`config.mk`:
```
export PLATFORM = sky130hd
export DESIGN_NAME = ttit_orient2
export DESIGN_NICKNAME = d
export VERILOG_FILES = /design/src/ttit_pkg.sv /design/src/ttit_orient2.sv
export SDC_FILE = /design/constraint.sdc
export NUM_CORES = 2
export LEC_CHECK = 0
export ABC_AREA = 1
export BUFFER_PORTS_ARGS = -buffer_cell sky130_fd_sc_hd__buf_2
export CORE_ASPECT_RATIO = 1.4
export CORE_UTILIZATION = 50
export CTS_CLUSTER_DIAMETER = 150
export DETAILED_ROUTE_END_ITERATION = 12
export GPL_TIMING_DRIVEN = 0
export PLACE_DENSITY = 0.67
export SLEW_MARGIN = 15
export SYNTH_ARGS = -nofsm -noshare
export SYNTH_HDL_FRONTEND = slang
export SYNTH_SLANG_ARGS = --single-unit
```
`constraint.sdc`:
```
create_clock -name clk -period 9.35 [get_ports clk]
set_input_delay 1.87 -clock clk [delete_from_list [all_inputs] [get_ports clk]]
set_output_delay 1.87 -clock clk [all_outputs]
set_load 0.01 [all_outputs]
```
`src/ttit_pkg.sv`:
```
`default_nettype none

package ttit_pkg;

  typedef struct packed {
    logic pos;
    logic neg;
  } sgn_t;

  function automatic logic sg_nz(input sgn_t a);
    return a.pos | a.neg;
  endfunction

  function automatic logic sg_prod_pos(input sgn_t a, input sgn_t b);
    return (a.pos & b.pos) | (a.neg & b.neg);
  endfunction

  function automatic logic sg_prod_neg(input sgn_t a, input sgn_t b);
    return (a.pos & b.neg) | (a.neg & b.pos);
  endfunction

endpackage

`default_nettype wire

```
`src/ttit_orient2.sv`:
```
`default_nettype none

module ttit_orient2 #(
  parameter int COORD_BITS = 16
) (
  input  wire logic                         clk,
  input  wire logic                         en_prod,
  input  wire logic                         en_sign,
  input  wire logic signed [COORD_BITS-1:0] a_u,
  input  wire logic signed [COORD_BITS-1:0] a_v,
  input  wire logic signed [COORD_BITS-1:0] b_u,
  input  wire logic signed [COORD_BITS-1:0] b_v,
  input  wire logic signed [COORD_BITS-1:0] p_u,
  input  wire logic signed [COORD_BITS-1:0] p_v,
  output ttit_pkg::sgn_t                    sign_r
);
  import ttit_pkg::*;

  localparam int DW = COORD_BITS + 1;
  localparam int MW = 2 * DW;
  localparam int RW = MW + 1;

  logic signed [DW-1:0] du_ab, dv_ab, du_ap, dv_ap;
  logic signed [MW-1:0] m0_r, m1_r;
  logic signed [RW-1:0] diff;

  assign du_ab = DW'(b_u) - DW'(a_u);
  assign dv_ab = DW'(b_v) - DW'(a_v);
  assign du_ap = DW'(p_u) - DW'(a_u);
  assign dv_ap = DW'(p_v) - DW'(a_v);
  assign diff  = RW'(m0_r) - RW'(m1_r);

  always_ff @(posedge clk) begin
    if (en_prod) begin
      m0_r <= MW'(du_ab) * MW'(dv_ap);
      m1_r <= MW'(dv_ab) * MW'(du_ap);
    end
    if (en_sign) begin
      sign_r.neg <= diff[RW-1];
      sign_r.pos <= !diff[RW-1] && (diff != '0);
    end
  end

endmodule

`default_nettype wire

```
Word-level counts from Yosys, hierarchy flattened

Index checks and enable logic that the tools add are counted.

Output and inout port bits: 2
Logic and storage cells: 14
Register bits: 70
Input bits: 99

Reduce and logical (&&, ||, !) cells: 3
Multipliers: 2
$add $sub $neg: 5

Operators by type and width:

| cell                         | count |
|---|---|
| multiplier 17 x 17 -> 34 bit | 2 |
| subtractor 16 x 16 -> 17 bit | 4 |
| nonzero test 35 bit          | 1 |
| subtractor 34 x 34 -> 35 bit | 1 |
| logical AND 1 bit            | 1 |
| zero test 1 bit              | 1 |

Depth between registers and ports, before layout

Word-level depth: 3
Gate-level depth with buffers: 42
Mapped depth without buffers: 41

Worst setup path after synthesis

Ideal clock, no wire load.

Path type: input to register
Start point: in p_v[0]
End point: reg m0_r[33] (data pin)
Cell stages on the path: 31
Library setup time: 0.262 ns
Slack: 0.898 ns
Required time: 9.088 ns
Buffers on the path: 0
Data arrival time: 8.190 ns
Cell sequence: inv_1 -> ha_1 -> fa_1 -> xnor2_1 -> clkinv_1 -> nor2_1 -> inv_1 -> fa_1 -> inv_1 -> fa_1 -> inv_1 -> fa_1 -> inv_1 -> fa_1 -> fa_1 -> inv_1 -> fa_1 -> inv_1 -> ha_1 -> nand2_1 -> nor2_1 -> inv_1 -> nor2_1 -> nand4_1 -> nand3_1 -> nand2_1 -> nand2_1 -> nand2_1 -> nand2_1 -> a21oi_1 -> xor2_1

Word-level cells in the longest chain between the ends: 2

RTL lines:

| what                         | RTL line           | text |
|---|---|---|
| from (decl)                  | ttit_orient2.sv:14 | `input wire logic signed [COORD_BITS-1:0] p_v,` |
| subtractor 16 x 16 -> 17 bit | ttit_orient2.sv:30 | `assign dv_ap = DW'(p_v) - DW'(a_v);` |
| multiplier 17 x 17 -> 34 bit | ttit_orient2.sv:35 | `m0_r <= MW'(du_ab) * MW'(dv_ap);` |
| to (signal assigned)         | ttit_orient2.sv:35 |  |
| to (decl)                    | ttit_orient2.sv:24 | `logic signed [MW-1:0] m0_r, m1_r;` |

No other way between the ends.
A chain may end at the register's enable or synchronous reset.

Worst setup path after layout

Start point: in a_v[0]
End point: reg m1_r[31] (data pin)

Word-level cells in the longest chain between the ends: 2

RTL lines:

| what                         | RTL line           | text |
|---|---|---|
| from (decl)                  | ttit_orient2.sv:10 | `input wire logic signed [COORD_BITS-1:0] a_v,` |
| subtractor 16 x 16 -> 17 bit | ttit_orient2.sv:28 | `assign dv_ab = DW'(b_v) - DW'(a_v);` |
| multiplier 17 x 17 -> 34 bit | ttit_orient2.sv:36 | `m1_r <= MW'(dv_ab) * MW'(du_ap);` |
| to (signal assigned)         | ttit_orient2.sv:36 |  |
| to (decl)                    | ttit_orient2.sv:24 |  |

No other way between the ends.

==> flow_summary.json <==
{
  "ys.warnings.count": 0,
  "synth_edf_count": 70,
  "holdBufCountCts": 0,
  "grt_antenna_before_repair": 0,
  "avgSynthCellArea_um2": 7.934,
  "max_slew_margin": 0.1572,
  "netlist_area_mm2": 0.02975,
  "viasPerCell": 5.216,
  "arrival_ns": 9.20,
  "grt_pass1_wl_um": 133800,
  "synth_compound_area_frac": 0.05539,
  "crit_top_cell": "fa_1",
  "startpoint_type": "input pin",
  "grt_util_met1": 0.3263,
  "synth_simple_gate_area_frac": 0.1851,
  "clk_path_buf_depth": 2,
  "crit_slowest_cell": "fa_1",
  "die_width_um": 208.2,
  "rows": 105,
  "core_area_mm2": 0.05873,
  "finClkSkew_ns": 0.008359,
  "port_buffers": 100,
  "fin_crit_sh": 0.9742,
  "tightest_slew_ns": 1.255,
  "wirelength_um": 83090,
  "finalMaxSlewViolations": 0,
  "dp_hpwl_um": 72480,
  "min_period_ns": 9.109,
  "endpoint_kind": "flip-flop",
  "grt_pass1_vias": 25852,
  "dr.pass1.iters": 5,
  "clock_sinks": 70,
  "grt_max_degree": 68,
  "async_flop_share": 0,
  "cts_tree": "yes",
  "synthXorXnorAreaFrac": 0.04012,
  "clkTransAtPathRegs_ns": 0.07,
  "syn_nets": 4714,
  "htree_levels": 3,
  "start_util": 0.5066,
  "worstSkewPairLatency_ns": 0.34,
  "grt_use_met3": 0.02172,
  "layout_commonest_cell": "inv_1",
  "cap_violations": 0,
  "final_cell_mix": "962 x inv_1, 791 x nand2_1, 592 x fa_1, 400 x nor2_1, 259 x ha_1",
  "fin_cells": 4628,
  "n_antenna_cell": 0,
  "area_growth_pct": 8.058,
  "place_inst": 4601,
  "outcome": "complete, no violations",
  "synth_fa_ha_area_frac": 0.5144,
  "finalHoldViolCount": 0,
  "synth_top_family_by_area": "adder cells",
  "cts_inserted_buffers": 9,
  "ys_types": 57,
  "ys_seq_elements": 70,
  "hp-class": "reg2reg",
  "busiest_layer": "met2",
  "worstPathRequired_ns": 9.44,
  "final_nets": 4838,
  "yosys-mux-area-fraction": 0,
  "finalSetupViolCount": 0,
  "die_area_mm2": 0.06050,
  "drt_iter0_markers": 1359,
  "syn-instance-count": 3750,
  "gp_congestion": 0.9692,
  "grt_use_met2": 0.5349,
  "drive_gt1_frac": 0.08043,
  "worstSetupPathType": "in2reg",
  "max_freq_mhz": 109.8,
  "max_stage_delay_ns": 0.54,
  "post_drt_wl_per_cell_um": 17.95,
  "overflow": 0,
  "grt_setup_unrepaired": "true",
  "track_usage": 0.2869,
  "io_pins": 101,
  "cp_max_fo": 10,
  "cts_root_buffer": "clkbuf_16",
  "ant_nets": 0,
  "dr_total_vias": 24141,
  "die_y_um": 290.6,
  "ys_seq_area_frac": 0.07065,
  "drc": 0,
  "synth_flop_cell": "edfxtp_1"
}
worst paths after layout:
check,to,start,slack [ns],cells past startpoint
worst max-delay path,m1_r[31]$_DFFE_PP_,a_v[0],0.24,32
worst min-delay path,sign_r[0]$_DFFE_PP_,m0_r[33]$_DFFE_PP_,0.88,3
worst max register to register,sign_r[1]$_DFFE_PP_,m1_r[0]$_DFFE_PP_,6.50,18
worst min register to register,sign_r[0]$_DFFE_PP_,m0_r[33]$_DFFE_PP_,0.88,3
layout make-up:
class                   instances  area [um^2]
fillers                      5590        26580
clock inverters                 7        75.07
inverters                     986         3717
plain buffers                  54        322.8
clock buffers                   9        225.2
flip-flops and latches         70         2102
well taps                     749        937.1
multi-input cells            2640        24150
repair buffers                113        624.3
state kept, by name, summed over array words and instances, names as in the netlist:
name    cells
m0_r       34
sign_r      2
m1_r       34
repair_timing:
item	4_1_cts	5_1_grt
setup endpoints to repair	10	19
gates resized for setup	18	86
pin swaps	0	10
setup buffers	0	11
stage by stage:
stage | area, um^2 | setup WS [ns] | hold WS (ns) | setup TNS [ns] | util
after floorplan | 29750 | 0.8979 | 0.7018 | 0 | -
after global placement | 31190 | -1.200 | 0.8500 | -11.89 | 0.5311
after detailed placement | 31260 | -1.242 | 0.8668 | -11.93 | 0.5323
after CTS | 31670 | -0.01957 | 0.8773 | -0.01957 | 0.5393
after global routing | 32150 | -0.03704 | 0.9113 | -0.05869 | 0.5475
final | 32150 | 0.2409 | 0.8803 | 0 | 0.5475
cells in the mapped netlist, types with 21 or more instances:
cell type | count | area [um^2]
o21ai_0 | 48 | 240.2
inv_1 | 965 | 3622
xor2_1 | 66 | 578.1
xnor2_1 | 43 | 376.6
nand4_1 | 24 | 150.1
nand3_1 | 79 | 395.4
nor3_1 | 22 | 110.1
ha_1 | 268 | 3353
nand2_1 | 801 | 3007
edfxtp_1 | 70 | 2102
a21oi_1 | 132 | 660.6
buf_2 | 21 | 105.1
fa_1 | 597 | 11950
nor2_1 | 403 | 1513
layer usage:
layer  vias up  part of all wire
met5         -                 0
met4         0             0.062
met3       261             0.042
met2       715              0.52
met1     11825              0.38
li1      11340                 -
logic make-up (layout without fill, tap and decap cells):
group / after synthesis / after routing
fa+ha+maj: 865 / 865
compound gates: 273 / 273
flops: 70 / 70
xor+xnor: 123 / 123
simple gates: 1379 / 1379
buf+inv: 1040 / 1169
critical path: cells and delay by family:
kind | cells | cell delay [ns]
AND/OR/NAND/NOR | 10 | 1.09
XOR/XNOR | 2 | 0.53
buffers and inverters | 7 | 0.76
adder cells (fa/ha/maj) | 9 | 4.09
AO/OA/AOI/OAI | 4 | 0.83
Power is not shown: default switching activity piles up to over one toggle a cycle in this logic, so the estimate is an artifact.
